[src/hdl/rpnsc_pkg.sv]
// rpnsc_pkg: shared types, function codes and helpers for the rpn stack calculator
// no dependencies; imported by rpnsc_alu, rpnsc_stack and rpn_stack_calculator
package rpnsc_pkg;

	localparam int WORD_W = 32;
	localparam int CNT_W = $clog2(WORD_W);
	localparam int SHOWN_LEVELS = 4;

	typedef logic [WORD_W-1:0] word_t;

	// input function codes
	localparam logic [2:0] FN_PUSH = 3'd0;
	localparam logic [2:0] FN_ADD = 3'd1;
	localparam logic [2:0] FN_SUB = 3'd2;
	localparam logic [2:0] FN_MUL = 3'd3;
	localparam logic [2:0] FN_DIV = 3'd4;

	typedef enum logic [2:0] {
		OP_ADD,
		OP_SUB,
		OP_MUL,
		OP_DIV,
		OP_ZERO
	} alu_op_t;

	typedef enum logic [1:0] {
		US_IDLE,
		US_MUL,
		US_DIV,
		US_DONE
	} unit_state_t;

	typedef enum logic [1:0] {
		ST_IDLE,
		ST_WAIT,
		ST_WB
	} top_state_t;

	typedef struct packed {
		logic  upd;
		logic  push;
		word_t value;
	} stk_cmd_t;

	function automatic alu_op_t fn_to_op(input logic [2:0] fn);
		alu_op_t op;
		case (fn)
			FN_ADD: op = OP_ADD;
			FN_SUB: op = OP_SUB;
			FN_MUL: op = OP_MUL;
			FN_DIV: op = OP_DIV;
			default: op = OP_ZERO;
		endcase
		return op;
	endfunction

endpackage

[src/hdl/rpnsc_alu.sv]
// rpnsc_alu: shared arithmetic unit, add/sub, bit-serial multiply and divide
// depends on rpnsc_pkg
module rpnsc_alu
	import rpnsc_pkg::*;
(
	input  logic    clk,
	input  logic    arst_n,
	input  logic    start,
	input  alu_op_t op,
	input  word_t   opa,
	input  word_t   opb,
	output logic    done,
	output word_t   result
);

	unit_state_t ust_q, ust_d;
	logic [CNT_W-1:0] cnt_q;
	word_t acc_q;
	word_t a_q;
	word_t b_q;
	word_t rem_q;
	logic neg_q;

	logic [WORD_W:0] shifted;
	logic [WORD_W:0] diff;
	word_t abs_a, abs_b;

	assign abs_a = opa[WORD_W-1] ? (~opa + 1'b1) : opa;
	assign abs_b = opb[WORD_W-1] ? (~opb + 1'b1) : opb;

	// restoring divide step: bring in next dividend bit, try the subtract
	assign shifted = {rem_q, a_q[WORD_W-1]};
	assign diff = shifted - {1'b0, b_q};

	always_ff @(posedge clk or negedge arst_n) begin
		if (!arst_n) begin
			ust_q <= US_IDLE;
		end else begin
			ust_q <= ust_d;
		end
	end

	always_comb begin
		ust_d = ust_q;
		done = 1'b0;
		case (ust_q)
			US_IDLE: begin
				if (start) begin
					case (op)
						OP_MUL: ust_d = US_MUL;
						OP_DIV: ust_d = US_DIV;
						default: ust_d = US_DONE;
					endcase
				end
			end
			US_MUL, US_DIV: begin
				if (cnt_q == '0) ust_d = US_DONE;
			end
			US_DONE: begin
				done = 1'b1;
				ust_d = US_IDLE;
			end
			default: ust_d = US_IDLE;
		endcase
	end

	always_ff @(posedge clk) begin
		case (ust_q)
			US_IDLE: begin
				if (start) begin
					cnt_q <= CNT_W'(WORD_W - 1);
					neg_q <= 1'b0;
					a_q <= opa;
					b_q <= opb;
					rem_q <= '0;
					case (op)
						OP_ADD: acc_q <= opa + opb;
						OP_SUB: acc_q <= opa - opb;
						OP_MUL: acc_q <= '0;
						OP_DIV: begin
							acc_q <= '0;
							a_q <= abs_a;
							b_q <= abs_b;
							neg_q <= opa[WORD_W-1] ^ opb[WORD_W-1];
						end
						default: acc_q <= '0;
					endcase
				end
			end
			US_MUL: begin
				if (b_q[0]) acc_q <= acc_q + a_q;
				a_q <= a_q << 1;
				b_q <= b_q >> 1;
				cnt_q <= cnt_q - 1'b1;
			end
			US_DIV: begin
				if (!diff[WORD_W]) begin
					rem_q <= diff[WORD_W-1:0];
				end else begin
					rem_q <= shifted[WORD_W-1:0];
				end
				acc_q <= {acc_q[WORD_W-2:0], ~diff[WORD_W]};
				a_q <= a_q << 1;
				cnt_q <= cnt_q - 1'b1;
			end
			default: begin
			end
		endcase
	end

	// quotient sign fix on the way out
	assign result = neg_q ? (~acc_q + 1'b1) : acc_q;

endmodule

[src/hdl/rpnsc_stack.sv]
// rpnsc_stack: the register stack with push and pop-with-result, and next-level view
// depends on rpnsc_pkg
module rpnsc_stack
	import rpnsc_pkg::*;
#(
	parameter int STACK_DEPTH = 4
) (
	input  logic     clk,
	input  logic     arst_n,
	input  stk_cmd_t cmd,
	output word_t    lvl_x,
	output word_t    lvl_y,
	output logic [SHOWN_LEVELS-1:0][WORD_W-1:0] shown_nxt
);

	word_t levels_q [STACK_DEPTH];
	word_t levels_d [STACK_DEPTH];

	always_comb begin
		for (int i = 0; i < STACK_DEPTH; i++) begin
			levels_d[i] = levels_q[i];
		end
		if (cmd.upd) begin
			levels_d[0] = cmd.value;
			if (cmd.push) begin
				for (int i = 1; i < STACK_DEPTH; i++) begin
					levels_d[i] = levels_q[i-1];
				end
			end else begin
				for (int i = 1; i < STACK_DEPTH - 1; i++) begin
					levels_d[i] = levels_q[i+1];
				end
				levels_d[STACK_DEPTH-1] = '0;
			end
		end
	end

	always_ff @(posedge clk or negedge arst_n) begin
		if (!arst_n) begin
			for (int i = 0; i < STACK_DEPTH; i++) begin
				levels_q[i] <= '0;
			end
		end else begin
			for (int i = 0; i < STACK_DEPTH; i++) begin
				levels_q[i] <= levels_d[i];
			end
		end
	end

	assign lvl_x = levels_q[0];
	assign lvl_y = levels_q[1];

	// levels missing from a shallow stack read as zero
	for (genvar g = 0; g < SHOWN_LEVELS; g++) begin : g_shown
		if (g < STACK_DEPTH) begin : g_real
			assign shown_nxt[g] = levels_d[g];
		end else begin : g_none
			assign shown_nxt[g] = '0;
		end
	end

endmodule

[src/hdl/rpn_stack_calculator.sv]
// rpn_stack_calculator: four-level rpn calculator, sequencer around a shared bit-serial alu
// path, accept to out_valid: push or refused divide goes straight to write-back; add, sub,
// other, mul, div wait on the alu first (mul, div: 32 iterations, one quotient or product bit per cycle)
// throughput: one item at a time; in_ready is low from accept until the result is registered
// the output register lets the next item start while a result waits for out_ready
// reset (arst_n, async) clears the stack, the sequencer and out_valid
module rpn_stack_calculator
	import rpnsc_pkg::*;
#(
	parameter int STACK_DEPTH = 4
) (
	input  logic               clk,
	input  logic               arst_n,
	input  logic               in_valid,
	output logic               in_ready,
	input  logic [2:0]         func,
	input  logic signed [31:0] push_value,
	output logic               out_valid,
	input  logic               out_ready,
	output logic signed [31:0] x_reg,
	output logic signed [31:0] y_reg,
	output logic signed [31:0] z_reg,
	output logic signed [31:0] t_reg,
	output logic               div_zero_error
);

	top_state_t state_q, state_d;
	logic [2:0] func_q;
	word_t val_q;
	logic err_q;
	logic out_valid_q;
	word_t x_q, y_q, z_q, t_q;
	logic err_out_q;

	logic accept;
	logic wb_fire;
	logic x_zero_div;
	logic need_unit;
	logic u_start;
	logic u_done;
	word_t u_result;
	word_t stk_x, stk_y;
	stk_cmd_t stk_cmd;
	logic [SHOWN_LEVELS-1:0][WORD_W-1:0] shown_nxt;

	assign in_ready = (state_q == ST_IDLE);
	assign accept = in_valid & in_ready;
	assign x_zero_div = (func == FN_DIV) && (stk_x == '0);
	assign need_unit = (func != FN_PUSH) && !x_zero_div;
	assign u_start = accept & need_unit;
	assign wb_fire = (state_q == ST_WB) && (!out_valid_q || out_ready);

	rpnsc_alu u_alu (
		.clk    (clk),
		.arst_n (arst_n),
		.start  (u_start),
		.op     (fn_to_op(func)),
		.opa    (stk_y),
		.opb    (stk_x),
		.done   (u_done),
		.result (u_result)
	);

	always_comb begin
		stk_cmd.upd = wb_fire & ~err_q;
		stk_cmd.push = (func_q == FN_PUSH);
		stk_cmd.value = val_q;
	end

	rpnsc_stack #(
		.STACK_DEPTH (STACK_DEPTH)
	) u_stack (
		.clk       (clk),
		.arst_n    (arst_n),
		.cmd       (stk_cmd),
		.lvl_x     (stk_x),
		.lvl_y     (stk_y),
		.shown_nxt (shown_nxt)
	);

	always_ff @(posedge clk or negedge arst_n) begin
		if (!arst_n) begin
			state_q <= ST_IDLE;
		end else begin
			state_q <= state_d;
		end
	end

	always_comb begin
		state_d = state_q;
		case (state_q)
			ST_IDLE: begin
				if (accept) state_d = need_unit ? ST_WAIT : ST_WB;
			end
			ST_WAIT: begin
				if (u_done) state_d = ST_WB;
			end
			ST_WB: begin
				if (wb_fire) state_d = ST_IDLE;
			end
			default: state_d = ST_IDLE;
		endcase
	end

	always_ff @(posedge clk) begin
		if (accept) begin
			func_q <= func;
			val_q <= word_t'(push_value);
			err_q <= x_zero_div;
		end else if (u_done) begin
			val_q <= u_result;
		end
	end

	// output beat register
	always_ff @(posedge clk or negedge arst_n) begin
		if (!arst_n) begin
			out_valid_q <= 1'b0;
		end else if (wb_fire) begin
			out_valid_q <= 1'b1;
		end else if (out_ready) begin
			out_valid_q <= 1'b0;
		end
	end

	always_ff @(posedge clk) begin
		if (wb_fire) begin
			x_q <= shown_nxt[0];
			y_q <= shown_nxt[1];
			z_q <= shown_nxt[2];
			t_q <= shown_nxt[3];
			err_out_q <= err_q;
		end
	end

	assign out_valid = out_valid_q;
	assign x_reg = $signed(x_q);
	assign y_reg = $signed(y_q);
	assign z_reg = $signed(z_q);
	assign t_reg = $signed(t_q);
	assign div_zero_error = err_out_q;

	a_done_in_wait: assert property (@(posedge clk) disable iff (!arst_n)
		u_done |-> (state_q == ST_WAIT))
		else $error("alu done outside of wait state");

	a_busy_after_accept: assert property (@(posedge clk) disable iff (!arst_n)
		accept |=> !in_ready)
		else $error("ready high right after an accepted beat");

	a_err_only_div: assert property (@(posedge clk) disable iff (!arst_n)
		(wb_fire && err_q) |-> (func_q == FN_DIV))
		else $error("divide error flagged on a non-divide item");

	a_unit_idle_on_wb: assert property (@(posedge clk) disable iff (!arst_n)
		(state_q == ST_WAIT) && u_done |=> (state_q == ST_WB))
		else $error("result from alu not written back");

endmodule

[config.mk]
export PLATFORM = sky130hd
export DESIGN_NAME = rpn_stack_calculator
export DESIGN_NICKNAME = d
export VERILOG_FILES = /design/src/hdl/rpnsc_pkg.sv /design/src/hdl/rpnsc_alu.sv /design/src/hdl/rpnsc_stack.sv /design/src/hdl/rpn_stack_calculator.sv
export SDC_FILE = /design/constraint.sdc
export NUM_CORES = 1
export LEC_CHECK = 0
export BUFFER_PORTS_ARGS = -buffer_cell sky130_fd_sc_hd__buf_2
export CORE_MARGIN = 4
export CORE_UTILIZATION = 45
export CTS_CLUSTER_DIAMETER = 60
export DETAILED_ROUTE_END_ITERATION = 8
export MAX_ROUTING_LAYER = met4
export SLEW_MARGIN = 40
export SYNTH_ARGS = -nofsm -noshare
export SYNTH_HDL_FRONTEND = slang
export SYNTH_SLANG_ARGS = --single-unit
export TNS_END_PERCENT = 50
[constraint.sdc]
create_clock -name clk -period 9.48 [get_ports clk]
set_input_delay 1.896 -clock clk [delete_from_list [all_inputs] [get_ports clk]]
set_output_delay 1.896 -clock clk [all_outputs]
set_load 0.005 [all_outputs]
Yosys cells after proc, flatten, opt, wreduce, memory -nomap -nowiden
Index checks and enable logic that the tools add are counted.
{"block": "totals", "register_bits": 432, "inputBits": 39, "output_inout_bits": 131, "wordCells": 118}
{"block": "classes", "addsub": 8, "eq_ne": 18, "mux": 35, "bitwise_logic": 9, "n_reduce_logical": 27}
{"operator": "32-bit 2-to-1 mux", "count": 13}
{"operator": "32-bit case mux with 2 select lines", "count": 4}
{"operator": "128-bit 2-to-1 mux", "count": 1}
{"operator": "32-bit by 1-bit adder with 32-bit output (second input constant)", "count": 3}
{"operator": "96-bit 2-to-1 mux", "count": 1}
{"operator": "32-bit inverter", "count": 3}
{"operator": "32-bit case mux with 3 select lines", "count": 1}
{"operator": "32-bit adder", "count": 2}
{"operator": "33-bit by 32-bit subtractor with 33-bit output", "count": 1}
{"operator": "32-bit logical NOT", "count": 1}
{"operator": "32-bit subtractor", "count": 1}
{"operator": "3-bit by 2-bit equality test with 1-bit output (second input constant)", "count": 4}
{"operator": "2-bit 2-to-1 mux", "count": 6}
{"operator": "2-bit case mux with 3 select lines", "count": 2}
{"operator": "3-bit case mux with 4 select lines", "count": 1}
{"operator": "2-bit by 1-bit != test with 1-bit output (second input constant)", "count": 5}
{"operator": "5-bit case mux with 2 select lines", "count": 1}
{"operator": "2-bit AND reduction", "count": 5}
{"operator": "2-bit nonzero test", "count": 5}
{"operator": "2-bit equality test (second input constant)", "count": 3}
{"operator": "3-bit by 1-bit equality test with 1-bit output (second input constant)", "count": 2}
{"operator": "3-bit logical NOT", "count": 2}
{"operator": "3-bit AND reduction", "count": 2}
{"operator": "3-bit nonzero test", "count": 2}
{"operator": "16 further kinds", "count": 26}

Depth between registers and ports, before layout
{"block": "depth", "word_depth": 7, "depth_mapped": 19, "depth_no_buf": 19}

By module
A second synthesis with hierarchy kept.
{"block": "unflattened", "hier_cells": 2327, "area_unflattened_um2": 25035.3}
{"mod": "rpnsc_alu", "n_inst": 1, "cells_each": 1598, "area_per_inst_um2": 13444.1, "seq_area_each_um2": 4073.9}
{"mod": "rpn_stack_calculator", "n_inst": 1, "cells_each": 245, "area_per_inst_um2": 5803.1, "seq_area_each_um2": 5029.8}
{"mod": "rpnsc_stack", "n_inst": 1, "cells_each": 484, "area_per_inst_um2": 5788.1, "seq_area_each_um2": 3203.1}

Least setup slack after synthesis
OpenSTA, ideal clock, no wires.
{"block": "synth_path", "path_type": "input to register", "start": "input out_ready", "end": "register err_out_q, in the netlist div_zero_error (enable)", "setup_ns": 0.619, "t_arrival_ns": 7.315, "t_required_ns": 8.861, "setup_slack_ns": 1.547, "path_stages": 2, "n_path_buf": 0, "cell_sequence": "nor2b_1 -> nor2_1"}
{"block": "synth_between", "elab_chain_cells": 2}
{"element": "start, declared", "line": "rpn_stack_calculator.sv:19", "rtl": "input logic out_ready,"}
{"element": "1-bit logical OR", "line": "rpn_stack_calculator.sv:51", "rtl": "assign wb_fire = (state_q == ST_WB) && (!out_valid_q || out_ready);"}
{"element": "1-bit logical AND", "line": "rpn_stack_calculator.sv:51"}
{"element": "named net wb_fire", "line": "rpn_stack_calculator.sv:36", "rtl": "logic wb_fire;"}
{"element": "end signal, assigned", "line": "rpn_stack_calculator.sv:132", "rtl": "err_out_q <= err_q;"}
{"element": "end, declared", "line": "rpn_stack_calculator.sv:33", "rtl": "logic err_out_q;"}
The timed path passes the listed nets, and every way through them passes these cells.
A chain may end at the register's enable or synchronous reset.

Final worst setup path
{"block": "layout_path", "start": "input func[1]", "end": "register u_alu.acc_q[31] (data pin)"}
{"block": "layout_between", "elab_chain_cells": 6, "elab_cells_between_ends": 10, "cone_classes": "eq/ne: 5; mux: 4; reduce/logical: 1"}
{"element": "start, declared", "line": "rpn_stack_calculator.sv:16", "rtl": "input logic [2:0] func,"}
{"element": "3-bit equality test (tied with other cells)", "line": "rpnsc_pkg.sv:47", "rtl": "case (fn)"}
{"element": "3-bit case mux with 4 select lines *", "line": "rpnsc_pkg.sv:47"}
{"element": "3-bit by 1-bit equality test with 1-bit output / 3-bit logical NOT (equally long branches)", "line": "rpnsc_alu.sv:76", "rtl": "case (op)"}
{"element": "32-bit case mux with 2 select lines *", "line": "rpnsc_alu.sv:76"}
{"element": "32-bit 2-to-1 mux *", "line": "rpnsc_alu.sv:70", "rtl": "if (start) begin"}
{"element": "32-bit case mux with 3 select lines *", "line": "rpnsc_alu.sv:68", "rtl": "case (ust_q)"}
{"element": "end signal, assigned", "line": "rpnsc_alu.sv:77", "rtl": "OP_ADD: acc_q <= opa + opb;"}
{"element": "end signal, assigned", "line": "rpnsc_alu.sv:78", "rtl": "OP_SUB: acc_q <= opa - opb;"}
{"element": "end signal, assigned", "line": "rpnsc_alu.sv:91", "rtl": "if (b_q[0]) acc_q <= acc_q + a_q;"}
{"element": "end, declared", "line": "rpnsc_alu.sv:18", "rtl": "word_t acc_q;"}
Every way passes the cells marked *; elsewhere a longest branch is shown, timed or not. The select of a mux whose other input is x is not followed.

==> flow_summary.yaml <==
clock_network:
  holdBufCountCts: 0
  clockRootBuffer: "clkbuf_16"
  post_cts_buffers: 0
  cts_resized: 0
  clock_latency_ns: 0.61
  cts_tree: "yes"
  cts_buffers: 52
  cts_buffer_depth: 3
  clkTransAtPathRegs_ns: 0.06
  cts.sinks: 432
  h-tree-depth: 2
logic_synthesis:
  synth_top_area_share: 0.3740
  syn_area_per_cell_um2: 10.15
  async_flop_share: 0.3079
  synth_largest_area_cell: "edfxtp_1"
  ys_warn_count: 0
  synth_top_flop_cell: "edfxtp_1"
  syn_inst: 2364
  ys_ff_latch: 432
  ys_types: 78
  syn-num-nets: 2511
  netlist_top_cells_area: "edfxtp_1 (37%), dfrtp_1 (14%), nand2_1 (6.5%)"
  yosysSeqAreaShare: 0.5127
  synth_edf_count: 299
  synth.cell_area_um2: 24010
sta:
  post-route-period-util: 0.6376
  finalSetupViolations: 0
  tns_ns: 0
  max_slew_margin: 0.4523
  finalMaxSlewViolations: 0
  worstMarginPinSlew_ns: 0.8195
  finClkSkew_ns: 0.02643
  period_minus_slack_ns: 6.044
  hold_viol: 0
  clock.fmax_mhz: 165.4
  grt_setup_unrepaired: "false"
place:
  dp_hpwl_mm: 49.30
  gp_congestion: 0.9749
  io_buffers: 169
  placed_area_um2: 25550
route:
  dr_total_vias: 18370
  drt_iter0_drc: 1443
  postRouteAntennaNets: 0
  vias_per_cell: 5.699
  first_pass_iters: 5
  wire_per_inst_um: 21.26
  wl_mm: 68.51
  drc: 0
floorplan:
  fp.coreArea_um2: 52660
  io_pins: 170
  row_count: 84
  die_w_um: 239.0
  initial_core_util: 0.4559
  die_area_um2: 57100
  die_h_um: 239.0
layout:
  top_register: "u_stack.levels_q"
  syn2layout_area_growth_pct: 13.92
  drive_gt1_frac: 0.1263
  multi_input_area_um2: 11020
  ff_latch_area_um2: 12310
  fill_cells: 4709
  largest_reg_flops: 64
  final_area_um2: 27350
  nets: 2638
setup_path:
  path_max_fanout: 18
  reg2reg_to: "u_alu.acc_q[31]"
  crit_start: "func[1]"
  startpoint_type: "input pin"
  ff2ff_path_depth: 17
  criticalPathCategory: "input pin to flip-flop"
  endpoint_kind: "flip-flop"
  arrival_ns: 6.37
  reg2reg_slack_ns: 3.77
  critPathRequiredTime_ns: 9.81
  reg2reg_from: "u_stack.lvl_x[8]"
  endpoint: "u_alu.acc_q[31]"
grt:
  grt_usage: 0.2424
  grt_start_max_net_pins: 96
  antenna_found_initial: 1
  grt_pass1_vias: 17770
  grt-ovfl-total: 0
  grt_pass1_wl_mm: 105.4
hold_path:
  hold_class: "flip-flop to flip-flop"
power_and_ir_drop:
  power.leakage_nw: 11.39
  p_total_mw: 11.65
  p_per_area_nw_per_um2: 426.0
  peakVddDrop_mv: 0.2159
job:
  maxCapViolations: 0
run_status:
  outcome: "finished clean"
## worst max-delay path, stage by stage
cell      delay (ns)
buf_2           0.16
nor3b_2         0.40
buf_4           0.36
nor2_1          0.09
xnor2_1         0.15
ha_1            0.35
o21a_1          0.13
o31a_1          0.12
o31ai_1         0.46
o21ai_0         0.35
a221oi_1        0.62
o21ai_1         0.30
a221o_1         0.46
a21oi_1         0.21
mux2i_1         0.21
nand4_1         0.11
## where the power goes
part           total, mW  switching (mW)  internal [mW]
sequential          3.94           0.791           3.15
combinational       5.65            3.43           2.21
clock               2.06           0.857           1.20
total               11.6            5.08           6.57
## synthesized netlist by cell type (5+ instances only)
| cell type | n |
|---|---|
| or4_1 | 13 |
| a22oi_1 | 10 |
| or3_1 | 15 |
| nor4_1 | 13 |
| clkbuf_1 | 112 |
| o21a_1 | 14 |
| nand3_1 | 47 |
| ha_1 | 105 |
| a211oi_1 | 12 |
| xnor2_1 | 95 |
| nor3b_1 | 5 |
| a21oi_1 | 100 |
| mux2i_1 | 99 |
| dfrtp_1 | 133 |
| edfxtp_1 | 299 |
| o21bai_1 | 12 |
| buf_2 | 5 |
| o21ai_0 | 245 |
| o221ai_1 | 8 |
| o211ai_1 | 8 |
| and2_1 | 7 |
| nand2b_1 | 23 |
| a211o_1 | 5 |
| nand2_1 | 415 |
| inv_1 | 76 |
| o31ai_1 | 22 |
| o22ai_1 | 11 |
| nor2_1 | 136 |
| nand4_1 | 13 |
| xor2_1 | 100 |
| and3_1 | 9 |
| nor2b_1 | 11 |
| nand3b_1 | 5 |
| a31oi_1 | 8 |
| buf_1 | 5 |
| a41oi_1 | 5 |
| a221oi_1 | 7 |
| a21o_1 | 50 |
| nor3_1 | 36 |
## cell families (layout without fill, tap and decap cells)
kind of cell               count (synthesis)  in the layout  synth area share
AOI/OAI and AO/OA                        559            559            0.1427
muxes                                    103            103           0.04316
xor gates and xnor gates                 195            195           0.07115
and+or+nand+nor                          767            767            0.1413
buffers and inverters                    200            370           0.03185
DFF                                      432            432            0.5127
other                                      0              1                 0
adders and majority gates                108            108           0.05723
## metal layers
layer / up-vias / part of all wire / routed length [um] / track usage
met2: 614 / 0.42 / 29030 / 0.3454
met4: 0 / 0.024 / 1668 / 0.06471
met5: - / 0 / 0 / -
met1: 8889 / 0.49 / 33640 / 0.3687
met3: 105 / 0.061 / 4185 / 0.02815
li1: 8761 / - / - / -
## metrics by stage
stage	std cells	util	setup WS (ns)	hold WS [ns]
5_1_grt	3222	0.5193	3.163	0.4873
2_1_floorplan	2364	-	1.547	0.4303
4_1_cts	3221	0.5188	3.469	0.4603
3_5_place_dp	3124	0.4852	2.888	0.4442
3_3_place_gp	3122	0.4843	2.968	0.4443
6_report	3223	0.5193	3.436	0.4592
## worst min-delay path by stage
stage / cells past startpoint / endpoint / from
detailed placement: 2 / u_stack.lvl_x[3] / val_q[3]
floorplan: 2 / u_stack.lvl_x[10] / val_q[10]
global route: 2 / u_stack.lvl_x[3] / val_q[3]
global placement: 2 / u_stack.lvl_x[16] / val_q[16]
finish: 2 / u_stack.lvl_x[10] / val_q[10]
CTS: 2 / u_stack.lvl_x[26] / val_q[26]
## final cells by class
type | instances | area share
flip-flops and latches | 432 | 0.4500
clock buffers | 61 | 0.05070
inverters | 77 | 0.01057
repair buffers | 196 | 0.04031
diodes | 1 | 0.00009151
well taps | 688 | 0.03148
clock inverters | 36 | 0.01400
multi-input cells | 1732 | 0.4028
## cell usage in the layout (no fill, tap or decap), types with 20 or more instances in the layout
cell type and n:
dfrtp_1 133, o21ai_0 242, xnor2_1 94, nand3_1 47, buf_2 168, o31ai_1 22, edfxtp_1 299, a21oi_1 100
nand2b_1 23, xor2_1 100, a21o_1 50, clkbuf_16 53, nor2_1 133, buf_4 20, ha_1 103, inv_1 76
nand2_1 415, mux2i_1 99, nor3_1 34
No activity file was read; power rests on OpenSTA's default activity.
